<file path="src/rtl/rlcc_pkg.sv">
// ----------------------------------------------------------------------------
// rlcc_pkg
// Types, codes and the brightness scaling function for the RGB colour cycler.
// ----------------------------------------------------------------------------
package rlcc_pkg;

	localparam int NUM_CH = 3;

	typedef logic [1:0] cmd_t;
	typedef logic [1:0] chan_t;
	typedef logic [2:0] reg_idx_t;

	localparam cmd_t CMD_TICK    = 2'd0;
	localparam cmd_t CMD_SET_ALL = 2'd1;
	localparam cmd_t CMD_SET_ONE = 2'd2;

	localparam chan_t CH_RED   = 2'd0;
	localparam chan_t CH_GREEN = 2'd1;
	localparam chan_t CH_BLUE  = 2'd2;

	localparam reg_idx_t REG_RED_GAIN    = 3'd0;
	localparam reg_idx_t REG_GREEN_GAIN  = 3'd1;
	localparam reg_idx_t REG_BLUE_GAIN   = 3'd2;
	localparam reg_idx_t REG_CYCLE_SPEED = 3'd3;
	localparam reg_idx_t REG_CYCLE_EN    = 3'd4;

	localparam logic [7:0] FULL_SCALE     = 8'd255;
	localparam logic [7:0] SPEED_AT_RESET = 8'd175;

	typedef struct packed {
		logic [NUM_CH-1:0][7:0] gain;
		logic [7:0]             speed;
		logic                   enable;
	} cfg_t;

	typedef struct packed {
		cmd_t                   cmd;
		chan_t                  channel_sel;
		logic [7:0]             level;
		logic [NUM_CH-1:0][7:0] rgb_level;
	} item_t;

	// level * gain / 255, truncated. The add-and-shift form is exact for
	// every product of two 8-bit values.
	function automatic logic [7:0] scale(input logic [7:0] lvl, input logic [7:0] gain);
		logic [15:0] prod;
		logic [16:0] sum;
		prod = 16'(lvl) * 16'(gain);
		sum  = {1'b0, prod} + 17'd1 + {9'd0, prod[15:8]};
		return sum[15:8];
	endfunction

endpackage

</file>
<file path="src/rtl/rgb_led_colour_cycler.sv">
// ----------------------------------------------------------------------------
// rgb_led_colour_cycler
// Colour cycler with per-channel brightness scaling, stream in and stream out.
// ----------------------------------------------------------------------------
// Every input word produces exactly one output word carrying the three scaled
// duties after that word and a flag that is set when a timer tick made a
// ramp step. The block takes one word per clock while the output is not
// stalled; a word passes an input register, then the multiply-and-scale path
// and then a result register, from which its result is offered. The input
// register can take a new word while the previous result still waits, if it
// is empty. The user must write the registers over APB only while no word is
// in flight; the block itself does not enforce it.
module rgb_led_colour_cycler import rlcc_pkg::*; (
	input  logic        clk,
	input  logic        arst_n,
	input  logic        psel,
	input  logic        penable,
	input  logic        pwrite,
	input  logic [4:0]  paddr,
	input  logic [31:0] pwdata,
	output logic [31:0] prdata,
	output logic        pready,
	input  logic        s_axis_tvalid,
	output logic        s_axis_tready,
	input  logic [31:0] s_axis_tdata,  // level, red_level, green_level, blue_level
	input  logic [3:0]  s_axis_tuser,  // cmd, channel_sel
	output logic        m_axis_tvalid,
	input  logic        m_axis_tready,
	output logic [23:0] m_axis_tdata,  // red_duty, green_duty, blue_duty
	output logic        m_axis_tuser   // cycle_step
);

	cfg_t  cfg;
	logic  tick_clear;
	logic  valid_s1;
	item_t item_s1;
	logic  advance;
	logic  out_valid_q;
	logic [NUM_CH-1:0][7:0] duty_d;
	logic [NUM_CH-1:0][7:0] duty_out_q;
	logic  step;
	logic  step_q;

	assign pready = 1'b1;

	rlcc_cfg_regs u_cfg (
		.clk        (clk),
		.arst_n     (arst_n),
		.psel       (psel),
		.penable    (penable),
		.pwrite     (pwrite),
		.paddr      (paddr),
		.pwdata     (pwdata),
		.prdata     (prdata),
		.cfg        (cfg),
		.tick_clear (tick_clear)
	);

	assign advance       = valid_s1 && (!out_valid_q || m_axis_tready);
	assign s_axis_tready = !valid_s1 || advance;

	always_ff @(posedge clk or negedge arst_n) begin
		if (!arst_n) begin
			valid_s1 <= 1'b0;
		end else if (s_axis_tready) begin
			valid_s1 <= s_axis_tvalid;
		end
	end

	always_ff @(posedge clk) begin
		if (s_axis_tready && s_axis_tvalid) begin
			item_s1.cmd         <= s_axis_tuser[1:0];
			item_s1.channel_sel <= s_axis_tuser[3:2];
			item_s1.level       <= s_axis_tdata[7:0];
			item_s1.rgb_level   <= s_axis_tdata[31:8];
		end
	end

	rlcc_engine u_engine (
		.clk        (clk),
		.arst_n     (arst_n),
		.cfg        (cfg),
		.tick_clear (tick_clear),
		.item_valid (advance),
		.item       (item_s1),
		.duty_d     (duty_d),
		.step       (step)
	);

	always_ff @(posedge clk or negedge arst_n) begin
		if (!arst_n) begin
			out_valid_q <= 1'b0;
		end else if (advance) begin
			out_valid_q <= 1'b1;
		end else if (m_axis_tready) begin
			out_valid_q <= 1'b0;
		end
	end

	always_ff @(posedge clk) begin
		if (advance) begin
			duty_out_q <= duty_d;
			step_q     <= step;
		end
	end

	assign m_axis_tvalid = out_valid_q;
	assign m_axis_tdata  = duty_out_q;
	assign m_axis_tuser  = step_q;

`ifndef SYNTHESIS
	// Only a timer tick can report a ramp step.
	a_step_only_on_tick: assert property (@(posedge clk) disable iff (!arst_n)
		advance && (item_s1.cmd != CMD_TICK) |=> !m_axis_tuser)
		else $error("ramp step reported for a word that is not a tick");

	// No ramp step while cycling is disabled.
	a_step_needs_enable: assert property (@(posedge clk) disable iff (!arst_n)
		advance && !cfg.enable |=> !m_axis_tuser)
		else $error("ramp step reported with cycling disabled");

	// A word in the input register is never dropped while the result stalls.
	a_s1_held: assert property (@(posedge clk) disable iff (!arst_n)
		valid_s1 && out_valid_q && !m_axis_tready |=> valid_s1 && $stable(item_s1))
		else $error("input register lost its word during an output stall");

	// Every advance produces a result word in the next cycle.
	a_result_follows: assert property (@(posedge clk) disable iff (!arst_n)
		advance |=> m_axis_tvalid)
		else $error("advanced word produced no result");
`endif

endmodule

</file>
<file path="src/rtl/rlcc_cfg_regs.sv">
// ----------------------------------------------------------------------------
// rlcc_cfg_regs
// APB register file: channel gains, cycle speed and cycle enable.
// ----------------------------------------------------------------------------
module rlcc_cfg_regs import rlcc_pkg::*; (
	input  logic        clk,
	input  logic        arst_n,
	input  logic        psel,
	input  logic        penable,
	input  logic        pwrite,
	input  logic [4:0]  paddr,
	input  logic [31:0] pwdata,
	output logic [31:0] prdata,
	output cfg_t        cfg,
	output logic        tick_clear
);

	logic     wr_en;
	reg_idx_t idx;
	cfg_t     cfg_q;

	assign idx   = paddr[4:2];
	assign wr_en = psel && penable && pwrite;

	always_ff @(posedge clk or negedge arst_n) begin
		if (!arst_n) begin
			cfg_q.gain   <= {NUM_CH{FULL_SCALE}};
			cfg_q.speed  <= SPEED_AT_RESET;
			cfg_q.enable <= 1'b0;
		end else if (wr_en) begin
			case (idx)
				REG_RED_GAIN:    cfg_q.gain[CH_RED]   <= pwdata[7:0];
				REG_GREEN_GAIN:  cfg_q.gain[CH_GREEN] <= pwdata[7:0];
				REG_BLUE_GAIN:   cfg_q.gain[CH_BLUE]  <= pwdata[7:0];
				REG_CYCLE_SPEED: cfg_q.speed          <= pwdata[7:0];
				REG_CYCLE_EN:    cfg_q.enable         <= pwdata[0];
				default: ;
			endcase
		end
	end

	// Disabling the cycle also clears the tick counter.
	assign tick_clear = wr_en && (idx == REG_CYCLE_EN) && !pwdata[0];
	assign cfg        = cfg_q;

	always_comb begin
		case (idx)
			REG_RED_GAIN:    prdata = {24'd0, cfg_q.gain[CH_RED]};
			REG_GREEN_GAIN:  prdata = {24'd0, cfg_q.gain[CH_GREEN]};
			REG_BLUE_GAIN:   prdata = {24'd0, cfg_q.gain[CH_BLUE]};
			REG_CYCLE_SPEED: prdata = {24'd0, cfg_q.speed};
			REG_CYCLE_EN:    prdata = {31'd0, cfg_q.enable};
			default:         prdata = 32'd0;
		endcase
	end

endmodule

</file>
<file path="src/rtl/rlcc_engine.sv">
// ----------------------------------------------------------------------------
// rlcc_engine
// Tick counter, ramp sequencer and scaled duty store. One word per cycle.
// ----------------------------------------------------------------------------
module rlcc_engine import rlcc_pkg::*; (
	input  logic                   clk,
	input  logic                   arst_n,
	input  cfg_t                   cfg,
	input  logic                   tick_clear,
	input  logic                   item_valid,
	input  item_t                  item,
	output logic [NUM_CH-1:0][7:0] duty_d,
	output logic                   step
);

	logic [7:0]             tick_q;
	logic [7:0]             ramp_q;
	chan_t                  chan_q;
	logic                   down_q;
	logic [NUM_CH-1:0][7:0] duty_q;

	logic [7:0] period;
	logic [8:0] next_cnt;
	logic       hit;
	logic       is_tick;
	logic [7:0] ramp_d;
	chan_t      chan_d;
	chan_t      chan_inc;
	logic       down_d;

	assign period   = (cfg.speed == FULL_SCALE) ? 8'd1 : (FULL_SCALE - cfg.speed);
	assign next_cnt = {1'b0, tick_q} + 9'd1;
	assign hit      = next_cnt >= {1'b0, period};
	assign is_tick  = (item.cmd == CMD_TICK);
	assign step     = is_tick && cfg.enable && hit;
	assign chan_inc = (chan_q == CH_BLUE) ? CH_RED : (chan_q + 2'd1);

	// Ramp moves one count per step; at either end the channel advances instead.
	always_comb begin
		ramp_d = ramp_q;
		chan_d = chan_q;
		down_d = down_q;
		if (down_q) begin
			if (ramp_q != 8'd0) begin
				ramp_d = ramp_q - 8'd1;
			end else begin
				chan_d = chan_inc;
				down_d = 1'b0;
			end
		end else begin
			if (ramp_q != FULL_SCALE) begin
				ramp_d = ramp_q + 8'd1;
			end else begin
				chan_d = chan_inc;
				down_d = 1'b1;
			end
		end
	end

	always_comb begin
		for (int c = 0; c < NUM_CH; c++) begin
			duty_d[c] = duty_q[c];
			case (item.cmd)
				CMD_TICK: begin
					if (step && (chan_q == 2'(c)))
						duty_d[c] = scale(ramp_q, cfg.gain[c]);
				end
				CMD_SET_ALL: begin
					duty_d[c] = scale(item.rgb_level[c], cfg.gain[c]);
				end
				CMD_SET_ONE: begin
					if (item.channel_sel == 2'(c))
						duty_d[c] = scale(item.level, cfg.gain[c]);
				end
				default: ;
			endcase
		end
	end

	always_ff @(posedge clk or negedge arst_n) begin
		if (!arst_n) begin
			tick_q <= 8'd0;
			ramp_q <= 8'd0;
			chan_q <= CH_RED;
			down_q <= 1'b0;
			duty_q <= '0;
		end else begin
			if (tick_clear) begin
				tick_q <= 8'd0;
			end else if (item_valid && is_tick) begin
				if (!cfg.enable || hit)
					tick_q <= 8'd0;
				else
					tick_q <= next_cnt[7:0];
			end
			if (item_valid) begin
				duty_q <= duty_d;
				if (step) begin
					ramp_q <= ramp_d;
					chan_q <= chan_d;
					down_q <= down_d;
				end
			end
		end
	end

endmodule
</file>
<file path="config.mk">
export PLATFORM = sky130hd
export DESIGN_NAME = rgb_led_colour_cycler
export DESIGN_NICKNAME = d
export VERILOG_FILES = /design/src/rtl/rlcc_pkg.sv /design/src/rtl/rgb_led_colour_cycler.sv /design/src/rtl/rlcc_cfg_regs.sv /design/src/rtl/rlcc_engine.sv
export SDC_FILE = /design/constraint.sdc
export NUM_CORES = 2
export LEC_CHECK = 0
export BUFFER_PORTS_ARGS = -buffer_cell sky130_fd_sc_hd__clkbuf_2
export CORE_MARGIN = 2
export CORE_UTILIZATION = 55
export DETAILED_ROUTE_END_ITERATION = 10
export GPL_ROUTABILITY_DRIVEN = 0
export PLACE_DENSITY = 0.72
export SYNTH_ARGS = -nofsm -noshare
export SYNTH_HDL_FRONTEND = slang
export SYNTH_SLANG_ARGS = --single-unit
</file>
<file path="constraint.sdc">
create_clock -name clk -period 7.7 [get_ports clk]
set_input_delay 1.54 -clock clk [delete_from_list [all_inputs] [get_ports clk]]
set_output_delay 1.54 -clock clk [all_outputs]
set_load 0.005 [all_outputs]
</file>
# Yosys cells after proc, flatten, opt, wreduce, memory -nomap -nowiden
# Cells that the tools add are included.
# op_classes
add_sub_neg,23
multipliers,9
magnitude_cmp,1
n_eq_ne,15
muxes,26
n_reduce_logical,35
# op_table
operator,n
$add 16x1->16 const B,9
$add 16x8->16,9
$mul 8x8->16,9
$mux 8,13
$pmux 8 s3,3
$pmux 8 s5,1
$logic_and 1x1->1,12
$reduce_and 2->1,6
$add 8x1->9 const B,1
$ge 9x8->1,1
$add 8x1->8 const B,1
$eq 8x8->1 const B,1
$mux 2,4
$ne 8x8->1 const B,1
$reduce_and 4->1,2
$reduce_bool 8->1,1
$sub 8x1->8 const B,1
$sub 8x8->8 const A,1
$eq 2x1->1 const B,3
$eq 2x2->1 const B,3
$eq 3x2->1 const B,2
$logic_not 2->1,3
$reduce_bool 2->1,3
$mux 1,5
8 further kinds,14
# word_totals
reg_bits,139
input_bits,80

# Logic depth before layout (Yosys ltp)
# depth
ltp_word,7
depth_mapped,30
depth_no_buf,27

# Cells and area by module
# From an unflattened synthesis, not the netlist that was laid out.
# hier_totals
cells_unflattened,3409
hier_area_um2,30047.6
# by_module_without_submodules
mod,n_inst,cells_per_inst,area_per_inst_um2
rlcc_engine,1,3211,26262.7
rgb_led_colour_cycler,1,71,1946.9
rlcc_cfg_regs,1,127,1838.0

# Worst setup path before layout
# Ideal clock, no wire load.
# synth_timing
path_type,reg2reg
start,reg u_cfg.cfg_q (netlist bit u_cfg.cfg[27])
end,"reg duty_out_q (netlist bit m_axis_tdata[18]), data pin"
setup_ps,258
t_arrival_ps,6825
required_time_ps,7442
path_slack_ps,617
path_stages_with_launch,26
path_buffers,1
cell_sequence,dfstp_2 -> clkbuf_1 -> nand2_1 -> fa_1 -> fa_1 -> inv_1 -> fa_1 -> inv_1 -> fa_1 -> inv_1 -> ha_1 -> and4_1 -> or3b_2 -> and3_1 -> nor3_1 -> inv_1 -> ha_1 -> o21ai_0 -> nor4_1 -> or4b_2 -> a311oi_1 -> xnor2_1 -> a21oi_1 -> o21bai_1 -> a211oi_1 -> nand2_1
# synth_rtl
element,line,text
"start, declared",rlcc_cfg_regs.sv:20,cfg_t cfg_q;
"end signal, assigned",rgb_led_colour_cycler.sv:102,duty_out_q <= duty_d;
"end, declared",rgb_led_colour_cycler.sv:40,logic [NUM_CH-1:0][7:0] duty_out_q;

==> metrics.md <==
| Metric | Value |
|---|---|
| Status | completed |
| PortBufs | 88 |
| DR WL/cell | 17.7 um |
| Drt total wl | 75.7 mm |
| Initial antenna violation count | 1 |
| Die Height | 240 um |
| Total clock sinks | 139 |
| H-tree levels | 4 |
| Drt pass-1 iters | 5 |
| Slowest-stage cell, CP | or4b_2 |
| Mapped Avg Cell Area | 8.81 sq um |
| Dpl cell area | 31900 sq um |
| Iteration-0 DRC Markers | 1767 |
| DR vias | 24544 |
| Total grt overflow | 0 |
| Kind of critical path | register to register |
| Die W | 240 um |
| First-pass GRT wire length | 125 mm |
| Max stage delay on crit path | 670 ps |
| Crit. End Element | register |
| PnR worst setup slack | 239 ps |
| Mapped Cells | 3461 |
| Power Total | 10.2 mW |
| Die ar. | 57400 sq um |
| Initial Util | 0.555 |
| Slew margin rel. | 0.282 |
| Least-Margin Pin Slew | 1070 ps |
| Core Area | 55000 sq um |
| Post-Place Setup Slack | 266 ps |
| Worst Hold Class | register to register |
| Worst-path cell chain | buf_4 > and2_1 > fa_1 > fa_1 > inv_1 > fa_1 > fa_1 > inv_1 > ha_1 > and4_1 > or3b_2 > and3_1 > nor3_2 > inv_1 > ha_1 > o21ai_0 > nor4_1 > or4b_2 > a311oi_2 > xnor2_1 > a21oi_1 > o21bai_1 > a211oi_1 > nand2_1 |
| Slew Viols, Final | 0 |
| Synth unique cells | 107 |
| Worst skew pair latency | 510 ps |
| CTS tree | done |
| Bufs on Longest Clock Path | 2 |
| Hold Slack | 492 ps |
| Mapped Area | 30500 sq um |
| Top cells by area, synth | fa_1 (21%), ha_1 (16%), and2_1 (9.7%), inv_1 (6.4%), edfxtp_1 (6.0%) |
| VDD IR-drop max | 204 uV |
| Row count | 86 |
| Most frequent cells after synthesis | inv_1 (520), and2_1 (471), ha_1 (396) |
| Worst-path clk slew | 70 ps |
| Layout net count | 4324 |
| Layout cell share with drive strength beyond 1 | 0.102 |
| Critical-path maximum fanout | 13 |
| Pleak | 16.8 nW |
| Peak Freq | 134 MHz |
| Critical Path Most Common Cell | fa_1 |
| Vias in the first global route | 24177 |
| Synth top area share | 0.213 |
| Worst EP arrival | 7710 ps |
| TNS Setup | 0 ps |
| Period utilization | 0.969 |
| Worst Path Required | 7950 ps |
| Yosys reg bits | 139 |
| Finished Cell Area | 32600 sq um |
| Most frequent cell after synthesis | inv_1 |
| Area Growth Syn to Fin | 6.91% |
| Synth area leader | fa_1 |
| DRT antenna net count | 0 |
| HPWL after DPL | 60.7 mm |
| End-of-flow core utilization | 0.593 |
| DRC viols | 0 |
| Total of max-cap violations | 0 |
| Placed Cells incl. Taps | 4248 |
| TritonCTS Buffers | 17 |
| Final Hold Fails | 0 |
| Prevailing post-synth register cell | edfxtp_1 |
| Ys Warns | 0 |
| Vias/cell | 5.73 |
| Setup violators final | 0 |
| Layout Cells excl Fill | 4284 |
| Post-synth EDFFs | 61 |
| N_diodes | 0 |
| Num ports | 140 |
| Largest net degree at the start of global routing | 63 |
| Synth async-reset ratio | 0.561 |
| CTS Hold Bufs | 0 |
| Total track usage | 0.274 |
| Clock root cell | clkbuf_16 |
| PD cells | 313 nW/um^2 |
| Clk_skew | 22.8 ps |
| Post-synthesis sequential area ratio | 0.125 |
| Worst R2R Setup Slack | 240 ps |
| CP startpoint kind | register |
| Min Tclk post-route | 7460 ps |
[report_power, final]
group          switching (mW)  internal [mW]  leakage [nW]
Combinational            4.85           3.29          15.0
Clock                   0.434          0.462         0.295
Sequential              0.207          0.968          1.53
[worst paths after layout]
kind / start / endpoint / depth (start not counted)
setup / recovery: u_cfg.cfg[28]$_DFFE_PN1P_ / m_axis_tdata[18]$_DFFE_PP_ / 24
hold / removal: valid_s1$_DFFE_PN0N_ / m_axis_tvalid$_DFFE_PN0P_ / 1
setup reg to reg: u_cfg.cfg[28]$_DFFE_PN1P_ / m_axis_tdata[18]$_DFFE_PP_ / 24
hold reg to reg: valid_s1$_DFFE_PN0N_ / m_axis_tvalid$_DFFE_PN0P_ / 1
max in group asynchronous: arst_n / u_engine.ramp_q[1]$_DFFE_PN0P_ / 2
min in group asynchronous: arst_n / u_engine.duty_q[11]$_DFFE_PN0P_ / 1
[cell families after synthesis]
family,share of synthesized area
AO/OA/AOI/OAI,0.136
XOR/XNOR,0.0447
adder cells (fa/ha/maj),0.376
buffers and inverters,0.0856
flip-flops,0.125
multiplexers,0.0333
other,0.000246
AND/OR/NAND/NOR,0.199
[per-layer routing]
layer / global-route usage / part of all wire / up-vias
met3: 0.0483 / 0.063 / 82
met4: 0.0701 / 0.020 / 2
met2: 0.432 / 0.45 / 691
met5: 0 / 0.00017 / -
li1: - / - / 11722
met1: 0.389 / 0.47 / 12047
[worst max-delay path: cells and delay by family, from the launching register on]
family | cells | cell delay [ps]
fa+ha+maj | 6 | 2570
simple gates | 8 | 2490
compound gates | 5 | 1030
buf+inv | 4 | 430
flops | 1 | 420
xor+xnor | 1 | 250
[placed cells by master (no fill, tap or decap), types with 10 or more instances in the layout]
cell / n
nand2b_1: 25
or3_1: 12
a21o_1: 55
a221oi_1: 10
fa_1: 325
a31oi_1: 29
a21oi_1: 124
ha_1: 396
and2_1: 470
a211oi_1: 44
mux2i_1: 16
clkbuf_2: 87
clkbuf_16: 17
dfstp_2: 29
nand3_1: 59
or2_2: 15
o21bai_1: 16
o21ai_0: 87
nand2_1: 242
o2111ai_1: 13
edfxtp_1: 61
o211ai_1: 34
buf_4: 79
nor2_1: 105
and3_1: 29
o21a_1: 23
nor3_1: 41
inv_1: 520
xnor2_1: 94
dfrtp_1: 48
nand4_1: 20
nor2b_1: 25
xor2_1: 50
conb_1: 25
nor3b_1: 13
mux2_2: 61
nor4_1: 16
[layout make-up]
class,count,area [sq um]
Clock buffer,17,425
Clock inverter,15,171
Fill cell,4891,22400
Inverter,521,1960
Multi-Input combinational cell,2676,24200
Sequential cell,139,3820
Tap cell,748,936
Timing Repair Buffer,168,1060
[sequential cells by signal, summed over array words and instances (netlist names)]
name and cells:
u_engine.duty_q 24, m_axis_tvalid 1, u_engine.chan_q 2, item_s1 36, m_axis_tuser 1, u_engine.down_q 1
m_axis_tdata 24, u_cfg.cfg 33, u_engine.tick_q 8, valid_s1 1, u_engine.ramp_q 8
[what timing repair did]
item / CTS / global route
buffers inserted: 0 / 4
resized for setup: 0 / 15
endpoints found under the setup margin: 0 / 17
No activity file was read; power rests on OpenSTA's default activity.
